### config.mk
export PLATFORM = sky130hd
export DESIGN_NAME = pcc_controller
export DESIGN_NICKNAME = d
export VERILOG_FILES = /design/src/design/pcc_pkg.sv /design/src/design/pcc_controller.sv
export SDC_FILE = /design/constraint.sdc
export NUM_CORES = 1
export LEC_CHECK = 0
export ABC_CLOCK_PERIOD_IN_PS = 2330
export BUFFER_PORTS_ARGS = -buffer_cell sky130_fd_sc_hd__buf_4
export CORE_UTILIZATION = 55
export CTS_CLUSTER_DIAMETER = 120
export DETAILED_ROUTE_END_ITERATION = 6
export PLACE_DENSITY = 0.77
export SLEW_MARGIN = 20
export SYNTH_ARGS = -nofsm -noshare
export SYNTH_HDL_FRONTEND = slang
export SYNTH_SLANG_ARGS = --single-unit
### constraint.sdc
create_clock -name clk -period 2.33 [get_ports clk]
set_input_delay 0.1165 -clock clk [delete_from_list [all_inputs] [get_ports clk]]
set_output_delay 0.1165 -clock clk [all_outputs]
set_load 0.005 [all_outputs]
### src/design/pcc_pkg.sv
// Shared types and constants for the Pearson correlation core.
// Holds field widths, multiply operation codes, and controller/datapath structs.
// Depends on nothing; compile first.
`timescale 1ns / 1ps
`default_nettype none

package pcc_pkg;

    localparam int FIELD_BITS  = 16;
    localparam int SAMPLE_BITS = 16;
    localparam int MAX_PAIRS   = 4096;
    localparam int COUNT_BITS  = 13;
    localparam int SUM_BITS    = 28;
    localparam int SQ_BITS     = 43;
    // The cross-product sum reaches +2^42 on a full run of most-negative pairs.
    localparam int XY_BITS     = 44;
    localparam int MAG_BITS    = 56;
    localparam int PROD_BITS   = 2 * MAG_BITS;
    localparam int QUO_BITS    = 33;
    localparam int ROOT_BITS   = 17;
    localparam int COEF_BITS   = 16;
    localparam int ITER_BITS   = 6;

    // Operand pairs of the shared multiplier, in the order the controller runs them.
    typedef enum logic [2:0] {
        OP_N_SXX   = 3'd0,
        OP_SX_SX   = 3'd1,
        OP_N_SYY   = 3'd2,
        OP_SY_SY   = 3'd3,
        OP_N_SXY   = 3'd4,
        OP_SX_SY   = 3'd5,
        OP_VX_VY   = 3'd6,
        OP_COV_COV = 3'd7
    } mul_op_t;

    typedef struct packed {
        logic    accept;
        logic    mul_load;
        mul_op_t op;
        logic    store;
        logic    div_step;
        logic    sqrt_init;
        logic    sqrt_step;
        logic    out_load;
    } pcc_cmd_t;

    typedef struct packed {
        logic mul_done;
        logic degenerate;
    } pcc_status_t;

endpackage

`default_nettype wire

### src/design/pcc_controller.sv
// Controller of the Pearson correlation core: sequences accumulation, the
// multiply program, division, square root and result hand-off.
// Depends on pcc_pkg.
`timescale 1ns / 1ps
`default_nettype none

module pcc_controller
(
    input  wire logic                 clk,
    input  wire logic                 rst_n,
    input  wire logic                 in_valid,
    input  wire logic                 in_last,
    output logic                      in_ready,
    output logic                      out_valid,
    input  wire logic                 out_ready,
    input  wire pcc_pkg::pcc_status_t status,
    output pcc_pkg::pcc_cmd_t         cmd
);
    import pcc_pkg::*;

    typedef enum logic [7:0] {
        S_IDLE      = 8'b0000_0001,
        S_LOAD      = 8'b0000_0010,
        S_MUL       = 8'b0000_0100,
        S_CHECK     = 8'b0000_1000,
        S_DIV       = 8'b0001_0000,
        S_SQRT_INIT = 8'b0010_0000,
        S_SQRT      = 8'b0100_0000,
        S_OUT       = 8'b1000_0000
    } state_t;

    state_t                state_reg, state_next;
    mul_op_t               op_reg, op_next;
    logic [ITER_BITS-1:0]  iter_reg, iter_next;
    logic                  out_valid_reg, out_valid_next;

    always_ff @(posedge clk or negedge rst_n)
    begin
        if (!rst_n)
        begin
            state_reg     <= S_IDLE;
            op_reg        <= OP_N_SXX;
            iter_reg      <= '0;
            out_valid_reg <= 1'b0;
        end
        else
        begin
            state_reg     <= state_next;
            op_reg        <= op_next;
            iter_reg      <= iter_next;
            out_valid_reg <= out_valid_next;
        end
    end

    assign in_ready  = (state_reg == S_IDLE);
    assign out_valid = out_valid_reg;

    always_comb
    begin
        state_next     = state_reg;
        op_next        = op_reg;
        iter_next      = iter_reg;
        out_valid_next = out_valid_reg && !out_ready;
        cmd            = '0;
        cmd.op         = op_reg;

        case (state_reg)
            S_IDLE:
            begin
                if (in_valid)
                begin
                    cmd.accept = 1'b1;
                    if (in_last)
                    begin
                        op_next    = OP_N_SXX;
                        state_next = S_LOAD;
                    end
                end
            end
            S_LOAD:
            begin
                cmd.mul_load = 1'b1;
                state_next   = S_MUL;
            end
            S_MUL:
            begin
                if (status.mul_done)
                begin
                    cmd.store = 1'b1;
                    case (op_reg)
                        OP_SY_SY:   state_next = S_CHECK;
                        OP_COV_COV:
                        begin
                            iter_next  = '0;
                            state_next = S_DIV;
                        end
                        default:
                        begin
                            op_next    = mul_op_t'(op_reg + 3'd1);
                            state_next = S_LOAD;
                        end
                    endcase
                end
            end
            S_CHECK:
            begin
                if (status.degenerate)
                begin
                    state_next = S_OUT;
                end
                else
                begin
                    op_next    = OP_N_SXY;
                    state_next = S_LOAD;
                end
            end
            S_DIV:
            begin
                cmd.div_step = 1'b1;
                iter_next    = iter_reg + ITER_BITS'(1);
                if (iter_reg == ITER_BITS'(QUO_BITS - 1))
                begin
                    state_next = S_SQRT_INIT;
                end
            end
            S_SQRT_INIT:
            begin
                cmd.sqrt_init = 1'b1;
                iter_next     = '0;
                state_next    = S_SQRT;
            end
            S_SQRT:
            begin
                cmd.sqrt_step = 1'b1;
                iter_next     = iter_reg + ITER_BITS'(1);
                if (iter_reg == ITER_BITS'(ROOT_BITS - 1))
                begin
                    state_next = S_OUT;
                end
            end
            S_OUT:
            begin
                if (!out_valid_reg || out_ready)
                begin
                    cmd.out_load   = 1'b1;
                    out_valid_next = 1'b1;
                    state_next     = S_IDLE;
                end
            end
            default:
            begin
                state_next = S_IDLE;
            end
        endcase
    end

endmodule

`default_nettype wire

==> flow_summary.ini, run 1 <==
[run_status]
status = completed

[timing]
hold_ws_ns = 0.103
slew_headroom_pct = 69.0
tns_ns = 0
max_freq_mhz = 468
finalSetupViolCount = 0
worstMarginPinSlew_ns = 0.464
period_needed_ns = 2.14
post-route-period-util_pct = 91.7
skew_ns = 0.00505
hold_viol_final = 0
worst_slack_ns = 0.194
rsz0062_at_grt = no
drv_slew = 0

[logic_synthesis]
synth_nets = 137
synth-main-ff-cell = dfrtp_1
synth.avg_cell_area_sq_um = 9.24
yosysTopAreaCell = dfrtp_1
synth_cell_types = 46
synthArstFlopShare_pct = 100
synth-seq-cells = 18
synth_area_leaders = dfrtp_1 (37%), ha_1 (5.4%), nand2_1 (3.9%)
syn_area_sq_um = 1150
synth.top_cell.area_share_pct = 36.8
synth-edff-count = 0
ys_warn_count = 0
seq_area_frac_synth_pct = 39.1
synthCells = 125

[power_and_ir_drop]
leakage_nw = 0.658
power.internal_w = 0.000531
switching_share_pct = 32.1
p_comb_share_pct = 31.3
power.total_w = 0.000783
sequentialPowerShare_pct = 48.0
p_switching_w = 0.000251
p_per_area_nw_per_um2 = 581
ir_drop_uv = 429
power.share.clock_pct = 20.6

[final_layout]
layoutNonFillerInstCount = 173
area_growth_pct = 16.7
drive_above_1_share_pct = 21.2
finalNetCount = 159
multi_input_area_sq_um = 649
largest_register_ffs = 8
fillers = 172
antenna_cells = 0
register_area_sq_um = 452

[placement]
dp_slack_ns = 0.331
portBuffers = 18
dpl.cell_count = 168
hpwlAfterDp_mm = 1.83
gp_congestion = 0.906

[die]
rows = 16
io_pins = 19
die_h_um = 47.8
start_util_pct = 58.9
dieArea_sq_um = 2290
die_w_um = 47.8
core_area_sq_um = 1960

[drt]
routed_via_density = 5.71
first_pass_iters = 4
drt_iter0_markers = 11
totalWireLength_mm = 2.38
num_vias = 987
avgRoutedWirePerCell_um = 13.7
ant_nets = 0
post-route-drc-count = 0

[grt]
grt_antenna_before_repair = 0
globalRouteMet3Util_pct = 4.53
first_global_vias = 869
busiest_layer = met2
grt_max_degree = 19
use_met2_pct = 41.4
grt-ovfl-total = 0
use_met1_pct = 28.9
track_usage_pct = 23.5
grt_pass1_wl_mm = 3.64

[clock_network]
cts_setup_buffers = 0
htree_levels = 1
cts_tree = built
cts.repair.resized = 0
root_buffer = clkbuf_4
cts.sinks = 18
cts-buffers-inserted = 3
insertion_delay_ns = 0.29
hold_buffers = 1
cts.reportedPaths.clkPinSlew_ns = 0.10
clockBufferDepth = 2

[setup_path]
path_common_cell = or4_4
cp-start-kind = flop
path_delay_family = simple AND/OR/NAND/NOR gates
crit_slowest_cell = or4_4
setup.worst_path.end_class = output port
critical_path.cell_chain = or4_4 > or4_4 > inv_1 > buf_4
worstSetupPathType = flop to output port
worst-path-max-fanout = 7
cp.arrival_ns = 2.02
critPathRequiredTime_ns = 2.21
critPathBufInv = 2
slowest_delay_ns = 0.59

[job]
drv_cap = 0

[worst_hold_path]
hp-class = input port to flop
-- metrics by stage --
stage / instance area, sq um / util [%]
after floorplan: 1150 / -
after global placement: 1310 / 66.8
after CTS: 1350 / 68.7
final: 1350 / 68.7
after global routing: 1350 / 68.7
after detailed placement: 1310 / 66.8
-- power by group through the flow --
stage	Sequential (W)	Combinational (W)	Clock, W
finish	0.000376	0.000245	0.000162
global route	0.000379	0.000268	0.000179
CTS	0.000374	0.000245	0.000166
detailed placement	0.000380	0.000243	0
global placement	0.000380	0.000239	0
floorplan	0.000352	0.000193	0
-- placed cells by master (no fill, tap or decap), types with 2 or more instances in the layout --
cell type	instances
nand4_1	2
inv_1	9
or4_4	2
mux2i_1	2
nand2b_1	3
o22ai_1	2
dfrtp_1	17
xor2_1	2
nor3_1	2
ha_1	5
nand3_1	5
and2_1	2
o21ai_0	2
nand2_1	12
a31oi_1	3
o21bai_1	2
a21oi_1	3
clkbuf_4	3
nor2_1	12
and4b_1	2
o21ai_1	4
buf_4	19
nor2b_1	6
mux2_1	2
-- synth_stat cells (all sizes together), types with 2 or more instances --
| cell type | count |
|---|---|
| nand2b | 3 |
| a21oi | 3 |
| o21ai | 6 |
| nor3 | 2 |
| nand4 | 2 |
| mux2i | 2 |
| and4b | 2 |
| xor2 | 2 |
| ha | 5 |
| or4 | 2 |
| nor2b | 7 |
| inv | 9 |
| a31oi | 3 |
| nor4 | 2 |
| o22ai | 3 |
| buf | 2 |
| nor4b | 2 |
| nand3 | 5 |
| o21bai | 2 |
| dfrtp | 17 |
| mux2 | 2 |
| nand2 | 12 |
| and2 | 2 |
| nor2 | 12 |
| or2 | 2 |
-- path summary, 6_finish.rpt --
| kind | start | endpoint | slack [ns] | depth (start not counted) |
|---|---|---|---|---|
| max in group asynchronous | rst_n | state_reg[0] | 1.85 | 2 |
| max reg2reg | iter_reg[0] | state_reg[0] | 0.32 | 6 |
| min | status[0] | state_reg[7] | 0.10 | 3 |
| min reg2reg | op_reg[1] | op_reg[1] | 0.54 | 1 |
| max | state_reg[3] | cmd[3] | 0.19 | 4 |
| min in group asynchronous | rst_n | out_valid | 0.22 | 2 |
-- routing by layer --
layer,part of all wire (%),wire length [um],vias to the layer above
met4,1.1,26,0
met2,49,1180,23
met5,0,0,-
li1,-,-,484
met3,2.9,70,4
met1,46,1100,476
-- cell families (layout without fill, tap and decap cells) --
logic type                 after synthesis  in the layout  synth area share [%]
muxes                                    4              4                  3.68
xor gates and xnor gates                 3              3                  2.28
buffers and inverters                   12             33                  4.66
adders and majority gates                5              5                  5.42
DFF                                     18             18                  39.1
AOI/OAI and AO/OA                       23             23                  13.7
and+or+nand+nor                         60             60                  31.2
-- worst reg2reg max path, stage by stage, from the launching register on --
cell,delay [ns]
dfrtp_1,0.42
inv_1,0.10
ha_1,0.15
or3b_1,0.38
or3_1,0.34
nor2b_2,0.17
a2111oi_1,0.35
-- area by class of cell --
type	count	area share [%]
multi-input cells	95	48.2
flip-flops and latches	18	33.5
repair buffers	20	11.3
inverters	9	2.51
well taps	27	2.51
clock buffers	4	1.95
Power figures use the tool's default switching activity.
==> run 2: changes to the inputs <==
--- a/config.mk
+++ b/config.mk
@@ -5,6 +5,7 @@
 export SDC_FILE = /design/constraint.sdc
 export NUM_CORES = 1
 export LEC_CHECK = 0
+export ABC_AREA = 0
 export ABC_CLOCK_PERIOD_IN_PS = 2330
 export BUFFER_PORTS_ARGS = -buffer_cell sky130_fd_sc_hd__buf_4
 export CORE_UTILIZATION = 55
==> constraint.sdc (replaced) <==
create_clock -name clk -period 2.33 [get_ports clk]
set_input_delay 0.233 -clock clk [delete_from_list [all_inputs] [get_ports clk]]
set_output_delay 0.233 -clock clk [all_outputs]
set_load 0.005 [all_outputs]
==> flow_summary.ini, run 2 (same netlist as run 1, synthesis figures left out) <==
[setup_path]
crit_slowest_cell = or4_4
slowest_delay_ns = 0.58
crit_path_end = cmd[3]
timing.rr.start = iter_reg[0]
critPathBufInv = 2
reg2regPathDepth = 6
path_common_cell = or4_4
critical_path.cell_chain = or4_4 > or4_4 > inv_1 > buf_4
path_delay_family = simple AND/OR/NAND/NOR gates
setup.worst_path.end_class = output port
crit_cells = 4
worstSetupPathType = flop to output port
worst-path-max-fanout = 7
cp-start-kind = flop
critPathRequiredTime_ns = 2.10
reg2reg_to = state_reg[0]
cp.arrival_ns = 2.01
cp-startpoint = state_reg[3]
rrSetupSlack_ns = 0.30

[timing]
hold_viol_final = 0
period_needed_ns = 2.24
tns_ns = 0
rsz0062_at_grt = no
drv_slew = 0
worstMarginPinSlew_ns = 0.454
worst_slack_ns = 0.0912
max_freq_mhz = 447
finalSetupViolCount = 0
slew_headroom_pct = 69.6
post-route-period-util_pct = 96.1
skew_ns = 0.00236

[clock_network]
cts_tree = built
insertion_delay_ns = 0.29
cts.sinks = 18
cts.repair.resized = 0
cts.reportedPaths.clkPinSlew_ns = 0.10
htree_levels = 1
hold_buffers = 1
clockBufferDepth = 2
cts-buffers-inserted = 3
cts_setup_buffers = 0
root_buffer = clkbuf_4

[power_and_ir_drop]
power.total_w = 0.000773
p_per_area_nw_per_um2 = 574
leakage_nw = 0.658
ir_drop_uv = 494

[drt]
routed_via_density = 5.75
drt_iter0_markers = 33
first_pass_iters = 4
avgRoutedWirePerCell_um = 13.4
num_vias = 994
ant_nets = 0
totalWireLength_mm = 2.31
post-route-drc-count = 0

[grt]
use_met1_pct = 32.7
grt_antenna_before_repair = 0
track_usage_pct = 23.6
globalRouteMet3Util_pct = 4.53
grt-ovfl-total = 0
use_met2_pct = 38.6
grt_max_degree = 19
busiest_layer = met2
first_global_vias = 812
grt_pass1_wl_mm = 3.71

[final_layout]
final_core_util_pct = 68.7
layout.cells.most_common_list = buf_4 (19), dfrtp_1 (17), nor2_1 (12), nand2_1 (12), inv_1 (9)
final_common_cell = buf_4
antenna_cells = 0
stdcell_area_sq_um = 1350
largest_register_ffs = 8
area_growth_pct = 16.7
drive_above_1_share_pct = 21.2
finalNetCount = 159

[placement]
portBuffers = 18
dp_slack_ns = 0.293
gp_congestion = 0.845
place_area_sq_um = 1310
hpwlAfterDp_mm = 1.77

[die]
die_h_um = 47.8
rows = 16
dieArea_sq_um = 2290
io_pins = 19
core_area_sq_um = 1960
start_util_pct = 58.9
die_w_um = 47.8

[job]
drv_cap = 0

[worst_hold_path]
hp-class = input port to flop

[run_status]
status = completed
[run 2: cell counts in the layout (fill, tap and decap cells not counted)]
Identical to the previous run, type by type.
[run 2: per-stage QoR]
| stage | instances | hold slack, ns |
|---|---|---|
| finish | 173 | 0.217 |
| global route | 173 | 0.237 |
| global placement | 168 | 0.117 |
| floorplan | 125 | -0.0626 |
| detailed placement | 168 | 0.114 |
| CTS | 173 | 0.221 |
[run 2: power by group]
group / internal, W / switching [W]
clock network: 0.0000665 / 0.0000916
logic: 0.000128 / 0.000114
registers: 0.000337 / 0.0000362
[run 2: metal layers]
layer  wire length [um]  share of wire [%]  vias to the layer above
met1               1080                 47                      485
met5                  0                  0                        -
met4                 21               0.91                        0
li1                   -                  -                      485
met3                 74                3.2                        4
met2               1140                 49                       20
[run 2: final cells by class]
class	count	area, sq um
inverters	9	33.8
well taps	27	33.8
repair buffers	20	153
flip-flops and latches	18	452
fillers	179	614
multi-input cells	95	649
clock buffers	4	26.3
[run 2: worst min-delay path, delay by kind of cell]
| kind | cells | cell delay (ns) |
|---|---|---|
| AND/OR/NAND/NOR | 2 | 0.11 |
| buffers and inverters | 1 | 0.08 |
| AO/OA/AOI/OAI | 1 | 0.08 |
[run 2: worst min-delay path by stage]
stage                     startpoint           end  slack [ns]  cells after the start
after floorplan                rst_n   iter_reg[0]       -0.06                      0
after global placement         rst_n  state_reg[7]        0.12                      1
after detailed placement       rst_n  state_reg[6]        0.11                      1
after CTS                    in_last  state_reg[0]        0.22                      4
after global routing       out_ready     out_valid        0.24                      3
final                        in_last  state_reg[0]        0.22                      4
==> run 3: changes to the inputs <==
--- a/config.mk
+++ b/config.mk
@@ -6,7 +6,7 @@
 export NUM_CORES = 1
 export LEC_CHECK = 0
 export ABC_AREA = 0
-export ABC_CLOCK_PERIOD_IN_PS = 2330
+export ABC_CLOCK_PERIOD_IN_PS = 2600
 export BUFFER_PORTS_ARGS = -buffer_cell sky130_fd_sc_hd__buf_4
 export CORE_UTILIZATION = 55
 export CTS_CLUSTER_DIAMETER = 120
==> constraint.sdc (replaced) <==
create_clock -name clk -period 2.6 [get_ports clk]
set_input_delay 0.26 -clock clk [delete_from_list [all_inputs] [get_ports clk]]
set_output_delay 0.26 -clock clk [all_outputs]
set_load 0.005 [all_outputs]
==> flow_summary.ini, run 3 (same netlist as run 1, synthesis figures left out) <==
[setup_path]
cp.arrival_ns = 2.03
worstSetupPathType = flop to output port
setup.worst_path.end_class = output port
critical_path.cell_chain = or4_4 > or4_4 > inv_1 > buf_4
crit_cells = 4
reg2regPathDepth = 6
cp-start-kind = flop
worst-path-max-fanout = 7
critPathBufInv = 2
critPathRequiredTime_ns = 2.34
path_delay_family = simple AND/OR/NAND/NOR gates
crit_slowest_cell = or4_4
slowest_delay_ns = 0.59
path_common_cell = or4_4

[clock_network]
htree_levels = 1
cts.reportedPaths.clkPinSlew_ns = 0.10
clockBufferDepth = 2
hold_buffers = 1
insertion_delay_ns = 0.29
cts-buffers-inserted = 3
cts_setup_buffers = 0
cts.sinks = 18
cts_tree = built
root_buffer = clkbuf_4
cts.repair.resized = 0

[worst_hold_path]
whs_path_depth = 3
hp-class = input port to flop

[timing]
post-route-period-util_pct = 88.1
max_freq_mhz = 437
hold_viol_final = 0
slew_headroom_pct = 68.4
hold_ws_ns = 0.247
rsz0062_at_grt = no
skew_ns = 0.00229
tns_ns = 0
drv_slew = 0
worstMarginPinSlew_ns = 0.471
period_needed_ns = 2.29
finalSetupViolCount = 0

[drt]
ant_nets = 0
avgRoutedWirePerCell_um = 14.1
post-route-drc-count = 0
totalWireLength_mm = 2.43
routed_via_density = 5.77
first_pass_iters = 4
drt_iter0_markers = 37
num_vias = 999

[die]
rows = 16
start_util_pct = 58.9
dieArea_sq_um = 2290
die_w_um = 47.8
io_pins = 19
core_area_sq_um = 1960
die_h_um = 47.8

[grt]
grt_pass1_wl_mm = 3.88
first_global_vias = 891
track_usage_pct = 25.0
grt_antenna_before_repair = 0
grt_max_degree = 19
grt-ovfl-total = 0

[final_layout]
stdcell_area_sq_um = 1360
area_growth_pct = 17.6
finalNetCount = 159
final_common_cell = buf_4
antenna_cells = 0
drive_above_1_share_pct = 21.9
largest_register_ffs = 8
layout.cells.most_common_list = buf_4 (19), dfrtp_1 (17), nor2_1 (12), nand2_1 (12), inv_1 (9)

[placement]
gp_congestion = 0.871
portBuffers = 18
hpwlAfterDp_mm = 1.84
place_area_sq_um = 1310

[power_and_ir_drop]
p_switching_w = 0.000229
power.share.clock_pct = 23.4
switching_share_pct = 31.4
power.total_w = 0.000731
sequentialPowerShare_pct = 46.3
ir_drop_uv = 450
p_comb_share_pct = 30.4
power.internal_w = 0.000502
p_per_area_nw_per_um2 = 539
leakage_nw = 0.664

[job]
drv_cap = 0

[run_status]
status = completed
-- run 3: cell types whose count changed in the layout (fill, tap and decap cells not counted) --
cell / change
clkbuf_1: -1
clkbuf_8: +1
-- run 3: area by class of cell --
type,count,area (sq um)
Clock buffer,4,36.3
Fill cell,164,604
Inverter,9,33.8
Multi-Input combinational cell,95,649
Sequential cell,18,452
Tap cell,27,33.8
Timing Repair Buffer,20,153
-- run 3: worst min-delay path, stage by stage --
cell and delay, ns:
buf_4 0.09, nand4_1 0.07, o21ai_0 0.08
-- run 3: final timing paths --
kind                               from           end  slack (ns)
max in group asynchronous         rst_n  state_reg[0]        1.98
min in group asynchronous         rst_n   iter_reg[1]        0.37
max                        state_reg[3]        cmd[3]        0.31
min                           status[0]  state_reg[7]        0.25
min reg2reg                   op_reg[1]     op_reg[1]        0.54
max reg2reg                 iter_reg[0]  state_reg[0]        0.52
-- run 3: power by group through the flow --
| stage | Sequential [W] | Combinational (W) | Clock (W) |
|---|---|---|---|
| final | 0.000338 | 0.000222 | 0.000171 |
| after floorplan | 0.000316 | 0.000173 | 0 |
| after global placement | 0.000340 | 0.000214 | 0 |
| after global routing | 0.000341 | 0.000247 | 0.000194 |
| after CTS | 0.000336 | 0.000222 | 0.000178 |
| after detailed placement | 0.000341 | 0.000220 | 0 |
-- run 3: metal layers --
layer | wire length (um) | vias to the layer above | global-route usage (%)
met5 | 0 | - | 0
met4 | 29 | 0 | 8.89
met3 | 131 | 6 | 4.53
met2 | 1190 | 35 | 40.8
met1 | 1080 | 471 | 33.4
li1 | - | 487 | -
-- run 3: metrics by stage --
stage	worst slack, ns	util (%)	cells
after floorplan	0.720	-	125
after global placement	0.672	66.8	168
after detailed placement	0.564	66.8	168
after CTS	0.304	69.2	173
after global routing	0.225	69.2	173
final	0.310	69.2	173
